[config.mk]
export PLATFORM = sky130hd
export DESIGN_NAME = lfu_replacement_table
export DESIGN_NICKNAME = d
export VERILOG_FILES = /design/src/hw/rtl/lfu_pkg.sv /design/src/hw/rtl/lfu_ctrl.sv /design/src/hw/rtl/lfu_datapath.sv /design/src/hw/rtl/lfu_replacement_table.sv
export SDC_FILE = /design/constraint.sdc
export NUM_CORES = 2
export LEC_CHECK = 0
export ABC_CLOCK_PERIOD_IN_PS = 13900
export BUFFER_PORTS_ARGS = -buffer_cell sky130_fd_sc_hd__buf_2
export CORE_AREA = 2 2 399 401
export CTS_CLUSTER_DIAMETER = 60
export DETAILED_ROUTE_END_ITERATION = 10
export DIE_AREA = 0 0 401 403
export GPL_TIMING_DRIVEN = 0
export SLEW_MARGIN = 40
export SYNTH_ARGS = -nofsm -noshare
export SYNTH_HDL_FRONTEND = slang
export SYNTH_SLANG_ARGS = --single-unit
[constraint.sdc]
create_clock -name clk -period 13.9 [get_ports clk]
set_clock_uncertainty 0.1 [all_clocks]
set_input_delay 2.78 -clock clk [delete_from_list [all_inputs] [get_ports clk]]
set_output_delay 2.78 -clock clk [all_outputs]
set_load 0.05 [all_outputs]
[src/hw/rtl/lfu_pkg.sv]
// Package for the LFU replacement table: shared constants, controller state
// encoding and the command/status structs between controller and datapath.
// No dependencies.
`default_nettype none

package lfu_pkg;

	// Default sizes of the table and its fields
	localparam int NUM_ENTRIES_DEF = 16;
	localparam int KEY_BITS_DEF    = 32;
	localparam int COUNT_BITS_DEF  = 16;
	localparam int STAMP_BITS_DEF  = 32;

	// Configuration register file
	localparam int          CFG_W              = 5;
	localparam int          APB_DATA_W         = 32;
	localparam int          APB_ADDR_W         = 3;
	localparam logic        REG_ACTIVE_ENTRIES = 1'b0;
	localparam logic [4:0]  ACTIVE_RESET       = 5'd16;

	// Controller states
	typedef enum logic [1:0] {
		ST_IDLE,
		ST_SCAN,
		ST_DRAIN,
		ST_UPDATE
	} lfu_state_t;

	// Controller to datapath
	typedef struct packed {
		logic load;     // latch request key, clear scan trackers
		logic scan_en;  // read one entry, advance scan pointer
		logic update;   // commit table write and result
	} lfu_cmd_t;

	// Datapath to controller
	typedef struct packed {
		logic scan_last; // scan pointer on the last entry
	} lfu_status_t;

endpackage

`default_nettype wire

[src/hw/rtl/lfu_ctrl.sv]
// Controller of the LFU replacement table: sequences load, entry scan,
// drain of the read stage and table update.
// Depends on lfu_pkg.
`default_nettype none

module lfu_ctrl import lfu_pkg::*; (
	input  wire logic        clk,
	input  wire logic        arst_n,
	input  wire logic        start,
	input  wire lfu_status_t status,
	output lfu_cmd_t         cmd,
	output logic             busy
);

	lfu_state_t state_q, state_nxt;

	// State register
	always_ff @(posedge clk or negedge arst_n) begin
		if (!arst_n) begin
			state_q <= ST_IDLE;
		end else begin
			state_q <= state_nxt;
		end
	end

	// Next state
	always_comb begin
		state_nxt = state_q;
		case (state_q)
			ST_IDLE: begin
				if (start) state_nxt = ST_SCAN;
			end
			ST_SCAN: begin
				if (status.scan_last) state_nxt = ST_DRAIN;
			end
			ST_DRAIN:  state_nxt = ST_UPDATE;
			ST_UPDATE: state_nxt = ST_IDLE;
			default:   state_nxt = ST_IDLE;
		endcase
	end

	// Outputs
	always_comb begin
		cmd  = '0;
		busy = 1'b1;
		case (state_q)
			ST_IDLE: begin
				busy     = 1'b0;
				cmd.load = start;
			end
			ST_SCAN:   cmd.scan_en = 1'b1;
			ST_DRAIN:  cmd = '0;
			ST_UPDATE: cmd.update = 1'b1;
			default:   busy = 1'b0;
		endcase
	end

endmodule

`default_nettype wire

[src/hw/rtl/lfu_datapath.sv]
// Datapath of the LFU replacement table: entry memories, valid bits,
// scan trackers for match, free slot and victim, and the result register.
// Depends on lfu_pkg.
`default_nettype none

module lfu_datapath import lfu_pkg::*; #(
	parameter int NUM_ENTRIES = NUM_ENTRIES_DEF,
	parameter int KEY_BITS    = KEY_BITS_DEF,
	parameter int COUNT_BITS  = COUNT_BITS_DEF,
	parameter int STAMP_BITS  = STAMP_BITS_DEF,
	localparam int IDX_W      = $clog2(NUM_ENTRIES),
	localparam int FILL_W     = $clog2(NUM_ENTRIES + 1)
) (
	input  wire logic                  clk,
	input  wire logic                  arst_n,
	input  wire lfu_cmd_t              cmd,
	output lfu_status_t                status,
	input  wire logic [CFG_W-1:0]      active_entries,
	input  wire logic [KEY_BITS-1:0]   access_key,
	output logic                       done,
	output logic                       hit,
	output logic                       evicted,
	output logic [KEY_BITS-1:0]        evicted_key,
	output logic [IDX_W-1:0]           slot_index,
	output logic [COUNT_BITS-1:0]      use_count,
	output logic                       stamp_overflow
);

	localparam logic [COUNT_BITS-1:0] COUNT_MAX = {COUNT_BITS{1'b1}};
	localparam logic [STAMP_BITS-1:0] STAMP_MAX = {STAMP_BITS{1'b1}};
	localparam logic [IDX_W-1:0]      LAST_IDX  = IDX_W'(NUM_ENTRIES - 1);

	// Entry storage
	logic [KEY_BITS-1:0]   mem_key   [NUM_ENTRIES];
	logic [COUNT_BITS-1:0] mem_cnt   [NUM_ENTRIES];
	logic [STAMP_BITS-1:0] mem_stamp [NUM_ENTRIES];
	logic [NUM_ENTRIES-1:0] valid_q;

	logic [FILL_W-1:0]     filled_q;
	logic [STAMP_BITS-1:0] stamp_q;
	logic [KEY_BITS-1:0]   key_q;
	logic [IDX_W-1:0]      scan_q;

	// Read stage
	logic                  rd_vld_s1;
	logic                  rd_valid_s1;
	logic [IDX_W-1:0]      rd_idx_s1;
	logic [KEY_BITS-1:0]   rd_key_s1;
	logic [COUNT_BITS-1:0] rd_cnt_s1;
	logic [STAMP_BITS-1:0] rd_stamp_s1;

	// Trackers
	logic                  found_q, have_free_q, have_best_q;
	logic [IDX_W-1:0]      match_idx_q, free_idx_q, best_idx_q;
	logic [COUNT_BITS-1:0] match_cnt_q, best_cnt_q;
	logic [STAMP_BITS-1:0] best_stamp_q;
	logic [KEY_BITS-1:0]   best_key_q;

	logic is_match, is_free, is_better;

	// Update decision
	logic [FILL_W-1:0]     cap;
	logic                  room;
	logic [IDX_W-1:0]      wr_slot;
	logic [COUNT_BITS-1:0] wr_cnt;
	logic [STAMP_BITS-1:0] stamp_nxt;

	assign status.scan_last = (scan_q == LAST_IDX);

	// Request key and scan pointer
	always_ff @(posedge clk) begin
		if (cmd.load) begin
			key_q  <= access_key;
			scan_q <= '0;
		end else if (cmd.scan_en) begin
			scan_q <= scan_q + 1'b1;
		end
	end

	// Entry read, one per scan cycle
	always_ff @(posedge clk) begin
		if (cmd.scan_en) begin
			rd_key_s1   <= mem_key[scan_q];
			rd_cnt_s1   <= mem_cnt[scan_q];
			rd_stamp_s1 <= mem_stamp[scan_q];
			rd_valid_s1 <= valid_q[scan_q];
			rd_idx_s1   <= scan_q;
		end
	end

	always_ff @(posedge clk or negedge arst_n) begin
		if (!arst_n) begin
			rd_vld_s1 <= 1'b0;
		end else begin
			rd_vld_s1 <= cmd.scan_en;
		end
	end

	// Compare of the entry just read
	assign is_match  = rd_vld_s1 && rd_valid_s1 && (rd_key_s1 == key_q) && !found_q;
	assign is_free   = rd_vld_s1 && !rd_valid_s1 && !have_free_q;
	assign is_better = rd_vld_s1 && rd_valid_s1 &&
		(!have_best_q || (rd_cnt_s1 < best_cnt_q) ||
		 ((rd_cnt_s1 == best_cnt_q) && (rd_stamp_s1 > best_stamp_q)));

	// Scan tracker flags
	always_ff @(posedge clk or negedge arst_n) begin
		if (!arst_n) begin
			found_q     <= 1'b0;
			have_free_q <= 1'b0;
			have_best_q <= 1'b0;
		end else if (cmd.load) begin
			found_q     <= 1'b0;
			have_free_q <= 1'b0;
			have_best_q <= 1'b0;
		end else begin
			if (is_match)  found_q     <= 1'b1;
			if (is_free)   have_free_q <= 1'b1;
			if (is_better) have_best_q <= 1'b1;
		end
	end

	// Scan tracker payload
	always_ff @(posedge clk) begin
		if (is_match) begin
			match_idx_q <= rd_idx_s1;
			match_cnt_q <= rd_cnt_s1;
		end
		if (is_free) begin
			free_idx_q <= rd_idx_s1;
		end
		if (is_better) begin
			best_idx_q   <= rd_idx_s1;
			best_cnt_q   <= rd_cnt_s1;
			best_stamp_q <= rd_stamp_s1;
			best_key_q   <= rd_key_s1;
		end
	end

	// Capacity clamped to 1..NUM_ENTRIES
	always_comb begin
		if (active_entries == '0) begin
			cap = FILL_W'(1);
		end else if (32'(active_entries) > 32'(NUM_ENTRIES)) begin
			cap = FILL_W'(NUM_ENTRIES);
		end else begin
			cap = FILL_W'(active_entries);
		end
	end

	// Slot, count and next stamp for this request
	always_comb begin
		room = (filled_q < cap);
		if (found_q) begin
			wr_slot = match_idx_q;
			wr_cnt  = (match_cnt_q == COUNT_MAX) ? match_cnt_q : match_cnt_q + 1'b1;
		end else begin
			wr_slot = room ? free_idx_q : best_idx_q;
			wr_cnt  = COUNT_BITS'(1);
		end
		stamp_nxt = (stamp_q == STAMP_MAX) ? stamp_q : stamp_q + 1'b1;
	end

	// Entry write
	always_ff @(posedge clk) begin
		if (cmd.update) begin
			mem_key[wr_slot]   <= key_q;
			mem_cnt[wr_slot]   <= wr_cnt;
			mem_stamp[wr_slot] <= stamp_q;
		end
	end

	// Valid bits, fill count, stamp counter
	always_ff @(posedge clk or negedge arst_n) begin
		if (!arst_n) begin
			valid_q  <= '0;
			filled_q <= '0;
			stamp_q  <= '0;
		end else if (cmd.update) begin
			valid_q[wr_slot] <= 1'b1;
			stamp_q          <= stamp_nxt;
			if (!found_q && room) filled_q <= filled_q + 1'b1;
		end
	end

	// Result register
	always_ff @(posedge clk or negedge arst_n) begin
		if (!arst_n) begin
			done <= 1'b0;
		end else begin
			done <= cmd.update;
		end
	end

	always_ff @(posedge clk) begin
		if (cmd.update) begin
			hit            <= found_q;
			evicted        <= !found_q && !room;
			evicted_key    <= (!found_q && !room) ? best_key_q : '0;
			slot_index     <= wr_slot;
			use_count      <= wr_cnt;
			stamp_overflow <= (stamp_nxt == STAMP_MAX);
		end
	end

endmodule

`default_nettype wire

[src/hw/rtl/lfu_replacement_table.sv]
// Top level of the LFU replacement table: configuration register port,
// controller and datapath. Depends on lfu_pkg, lfu_ctrl, lfu_datapath.
//
// A request is taken when start is high while busy is low. The table is
// scanned one entry per cycle through a single read port of the entry
// memories, so busy stays high through the scan, the read-stage drain and
// the update. The result appears on the result ports with done high for
// exactly one cycle, registered from the update state. busy is already low
// in that cycle, so a new request may be taken at the edge that ends it.
// A new request is never taken before the last one has its result.
// Results cannot be held off: the receiver must take them in the cycle done
// is high.
// active_entries (byte address 0) sets the capacity; write it only while
// busy is low and no result is pending.
`default_nettype none

module lfu_replacement_table import lfu_pkg::*; #(
	parameter int NUM_ENTRIES = NUM_ENTRIES_DEF,
	parameter int KEY_BITS    = KEY_BITS_DEF,
	parameter int COUNT_BITS  = COUNT_BITS_DEF,
	parameter int STAMP_BITS  = STAMP_BITS_DEF,
	localparam int IDX_W      = $clog2(NUM_ENTRIES)
) (
	input  wire logic                  clk,
	input  wire logic                  arst_n,
	// configuration port
	input  wire logic                  psel,
	input  wire logic                  penable,
	input  wire logic                  pwrite,
	input  wire logic [APB_ADDR_W-1:0] paddr,
	input  wire logic [APB_DATA_W-1:0] pwdata,
	output logic [APB_DATA_W-1:0]      prdata,
	output logic                       pready,
	// request
	input  wire logic                  start,
	output logic                       busy,
	input  wire logic [KEY_BITS-1:0]   access_key,
	// result
	output logic                       done,
	output logic                       hit,
	output logic                       evicted,
	output logic [KEY_BITS-1:0]        evicted_key,
	output logic [IDX_W-1:0]           slot_index,
	output logic [COUNT_BITS-1:0]      use_count,
	output logic                       stamp_overflow
);

	logic [CFG_W-1:0] active_q;
	logic             reg_sel;
	lfu_cmd_t         cmd;
	lfu_status_t      status;

	// Register decode on word address
	assign reg_sel = (paddr[2] == REG_ACTIVE_ENTRIES);
	assign pready  = 1'b1;

	always_ff @(posedge clk or negedge arst_n) begin
		if (!arst_n) begin
			active_q <= ACTIVE_RESET;
		end else if (psel && penable && pwrite && pready && reg_sel) begin
			active_q <= pwdata[CFG_W-1:0];
		end
	end

	assign prdata = reg_sel ? APB_DATA_W'(active_q) : '0;

	lfu_ctrl u_ctrl (
		.clk    (clk),
		.arst_n (arst_n),
		.start  (start),
		.status (status),
		.cmd    (cmd),
		.busy   (busy)
	);

	lfu_datapath #(
		.NUM_ENTRIES (NUM_ENTRIES),
		.KEY_BITS    (KEY_BITS),
		.COUNT_BITS  (COUNT_BITS),
		.STAMP_BITS  (STAMP_BITS)
	) u_datapath (
		.clk            (clk),
		.arst_n         (arst_n),
		.cmd            (cmd),
		.status         (status),
		.active_entries (active_q),
		.access_key     (access_key),
		.done           (done),
		.hit            (hit),
		.evicted        (evicted),
		.evicted_key    (evicted_key),
		.slot_index     (slot_index),
		.use_count      (use_count),
		.stamp_overflow (stamp_overflow)
	);

	// Checks
	a_req_busy: assert property (@(posedge clk) disable iff (!arst_n)
		(start && !busy) |=> busy)
		else $error("request taken but busy not raised");

	a_done_idle: assert property (@(posedge clk) disable iff (!arst_n)
		done |-> (!busy && $past(busy)))
		else $error("result strobe outside end of request");

	a_hit_evict: assert property (@(posedge clk) disable iff (!arst_n)
		done |-> !(hit && evicted))
		else $error("hit and eviction in one result");

	a_evkey_zero: assert property (@(posedge clk) disable iff (!arst_n)
		(done && !evicted) |-> (evicted_key == '0))
		else $error("evicted key nonzero without eviction");

endmodule

`default_nettype wire

==> run metrics <==
status=completed; Setup crit end=prdata[2]; Pre-antenna DRT Iters=5; core area=157,000 um2; unrepaired setup endpoints after global routing=false; CP max stage delay=0.26 ns; pin count of the biggest net entering global routing=53; Ports=163; Critical Path Sink Type=output pin; DRC=0; Finish-stage setup viols=0; Critical Path Source=paddr[2]; cts hold-fix bufs=0; Post-Syn Area=62,500 um2; Final Hold Viols=0; top_reg_cell synth=edfxtp_1; max frequency=0.163 GHz; HPWL after DPL=95.7 mm; Slew @ Worst Pin=0.918 ns; #FFs+latches synth=1,629; initial antenna violation count=7; post-synthesis async set-or-reset flop share=3.99%; via/cell ratio=5.48; Power Density=198 nW/um2; Hold Crit Class=reg2reg; launch point of the worst reg-to-reg path=active_q[4]$_DFFE_PN1P_; Switch Pwr=0.00422 W; syn avg cell area=22.4 um2; Critical-path top delay cell=buf_2; commonest non-fill, non-tap cell in the layout=edfxtp_1; yosys warns=0; startpoint type of the worst setup path=primary input; first-pass GRT wire length=216 mm; flop-to-flop setup slack=8.80 ns; Starting DRT DRC Count=3,636; internal power of the cells=0.0102 W; Syn Inst Count=2,786; final wirelength=150 mm; Die ar.=162,000 um2; # H-tree levels=4; Seq/Total Area, Yosys=77.7%; DP Cell Count=5,141; R2R depth=17; hold path depth=0; nets@finish=3,371; clk sink count=1,629; share of layout cells above drive strength 1=31.9%; Required @ worst endpoint=11.02 ns; Port Buffers=105; Top cell by count, worst path=buf_2; R2R Path End=u_datapath.mem_key[0][6]$_DFFE_PP_; critical path arrival=3.27 ns; synth unique cells=68; leakage=24.6 nW; CTS buffer count=164; Worst Path Max Fanout=6; Die W=401 um; Final Critical Period=6.15 ns; relative slew slack=38.8%; register share of total power=45.3%; final worst path period share=44.3%; fin cells=5,446; VDD IR max=101 uV; die height=403 um; EDFF count, synth=1,560; number of global-route vias before repair=30,144; combinational share of power=24.0%; GPL Wtd Cong=0.784; gr usage total=18.6%; clock latency on the worst-skew pair=0.79 ns; post-route ant nets=0; Fill cells=12,937; CTS tree=built; area grow syn2layout=17.0%; grt total ovfl=0; switch share=29.2%; root buffer cell=clkbuf_16; postcts setup bufs=0; routed via count=29,868; clock network fraction of total power=30.6%; # rows=146; WL/cell=27.5 um; commonest cells after routing, fill and taps aside=edfxtp_1 (1,560), mux4_2 (405), buf_2 (201); critical path class=in2out; CTS Buffer Depth=3; Initial Util=39.7%; Slew Limit Fails=0; hold slack=0.341 ns; Post-CTS Resized=0; number of max-cap violations=0; crit-path cells=buf_2 -> nor2b_1 -> buf_2; CTS clk-pin slew, worst paths=0.06 ns
==> synth_stat cells (20+ instances only) <==
| cell type | count | share of area, % |
|---|---|---|
| edfxtp_1 | 1560 | 75 |
| o21ai_0 | 20 | 0.16 |
| a21oi_1 | 22 | 0.18 |
| and3_1 | 44 | 0.44 |
| nand3_1 | 32 | 0.26 |
| dfrtp_1 | 64 | 2.6 |
| a21o_1 | 24 | 0.29 |
| xor2_1 | 45 | 0.63 |
| clkbuf_1 | 76 | 0.46 |
| inv_1 | 58 | 0.35 |
| buf_4 | 29 | 0.35 |
| mux4_2 | 405 | 15 |
| ha_1 | 61 | 1.2 |
| xnor2_1 | 38 | 0.53 |
| buf_1 | 27 | 0.16 |
| nor2_1 | 42 | 0.25 |
| nand2_1 | 51 | 0.31 |
| nand4_1 | 25 | 0.25 |
==> flip-flops by register name, summed over array words and instances (netlist names), 32 cells and up <==
register / flops
u_datapath.best_stamp_q: 32
u_datapath.best_key_q: 32
u_datapath.key_q: 32
u_datapath.mem_cnt: 256
u_datapath.rd_key_s1: 32
u_datapath.rd_stamp_s1: 32
u_datapath.mem_stamp: 512
u_datapath.evicted_key: 32
u_datapath.stamp_q: 32
u_datapath.mem_key: 512
==> power groups by stage <==
| stage | combinational (W) | clock [W] | sequential [W] |
|---|---|---|---|
| final | 0.00348 | 0.00443 | 0.00656 |
| after global routing | 0.00371 | 0.00469 | 0.00662 |
| after CTS | 0.00355 | 0.00450 | 0.00656 |
| after detailed placement | 0.00354 | 0 | 0.00666 |
| after global placement | 0.00333 | 0 | 0.00678 |
| after floorplan | 0.00206 | 0 | 0.00675 |
==> per-stage QoR <==
stage                     setup TNS, ns  instance area (um2)  power, W  setup WS, ns  util [%]
after floorplan                       0                62600   0.00882          2.96         -
after global placement         -2424.66                65700    0.0101        -11.16      41.7
after detailed placement              0                67700    0.0102          7.74      43.0
after CTS                             0                73100    0.0146          7.74      46.4
after global routing                  0                73100    0.0150          7.66      46.4
final                                 0                73100    0.0145          7.75      46.4
==> how the worst min path moves through the flow <==
stage	start	endpoint	slack, ns
2_1_floorplan	u_datapath.valid_q[10]$_DFFE_PN0P_	u_datapath.valid_q[10]$_DFFE_PN0P_	0.32
3_3_place_gp	u_datapath.found_q$_DFFE_PN0P_	u_datapath.hit$_DFFE_PP_	0.33
3_5_place_dp	u_datapath.valid_q[5]$_DFFE_PN0P_	u_datapath.valid_q[5]$_DFFE_PN0P_	0.34
4_1_cts	u_datapath.rd_stamp_s1[18]$_DFFE_PP_	u_datapath.best_stamp_q[18]$_DFFE_PP_	0.35
5_1_grt	u_datapath.rd_stamp_s1[18]$_DFFE_PP_	u_datapath.best_stamp_q[18]$_DFFE_PP_	0.36
6_report	u_datapath.rd_stamp_s1[18]$_DFFE_PP_	u_datapath.best_stamp_q[18]$_DFFE_PP_	0.34
==> routing by layer <==
layer	track usage [%]	vias up	wire [um]
li1	-	12502	-
met1	26.5	16000	64200
met2	29.7	1153	72300
met3	3.15	213	10200
met4	4.89	0	3180
met5	0	-	0
==> kinds of logic after synthesis <==
| family | Yosys count | share of synthesized area, % |
|---|---|---|
| mux | 420 | 14.8 |
| fa+ha+maj | 61 | 1.22 |
| other cells | 2 | 0.0120 |
| buf+inv | 197 | 1.38 |
| flops | 1629 | 77.7 |
| compound gates | 107 | 1.15 |
| simple gates | 287 | 2.56 |
| xor+xnor | 83 | 1.16 |
==> critical path, delay by kind of cell <==
| family | cells | cell delay [ns] |
|---|---|---|
| buf+inv | 2 | 0.39 |
| simple gates | 1 | 0.10 |
==> final cells by class <==
class,count,area [um2],share of cell area [%]
Buffer,139,747,1.02
Clock inverter,89,991,1.35
Clock buffer,211,4380,5.99
Sequential cell,1629,48600,66.4
Multi-Input combinational cell,986,13400,18.3
Inverter,58,218,0.298
Timing Repair Buffer,259,2260,3.08
Antenna cell,3,7.51,0.0103
Tap cell,2072,2590,3.54
(Power assumes the default switching activity.)
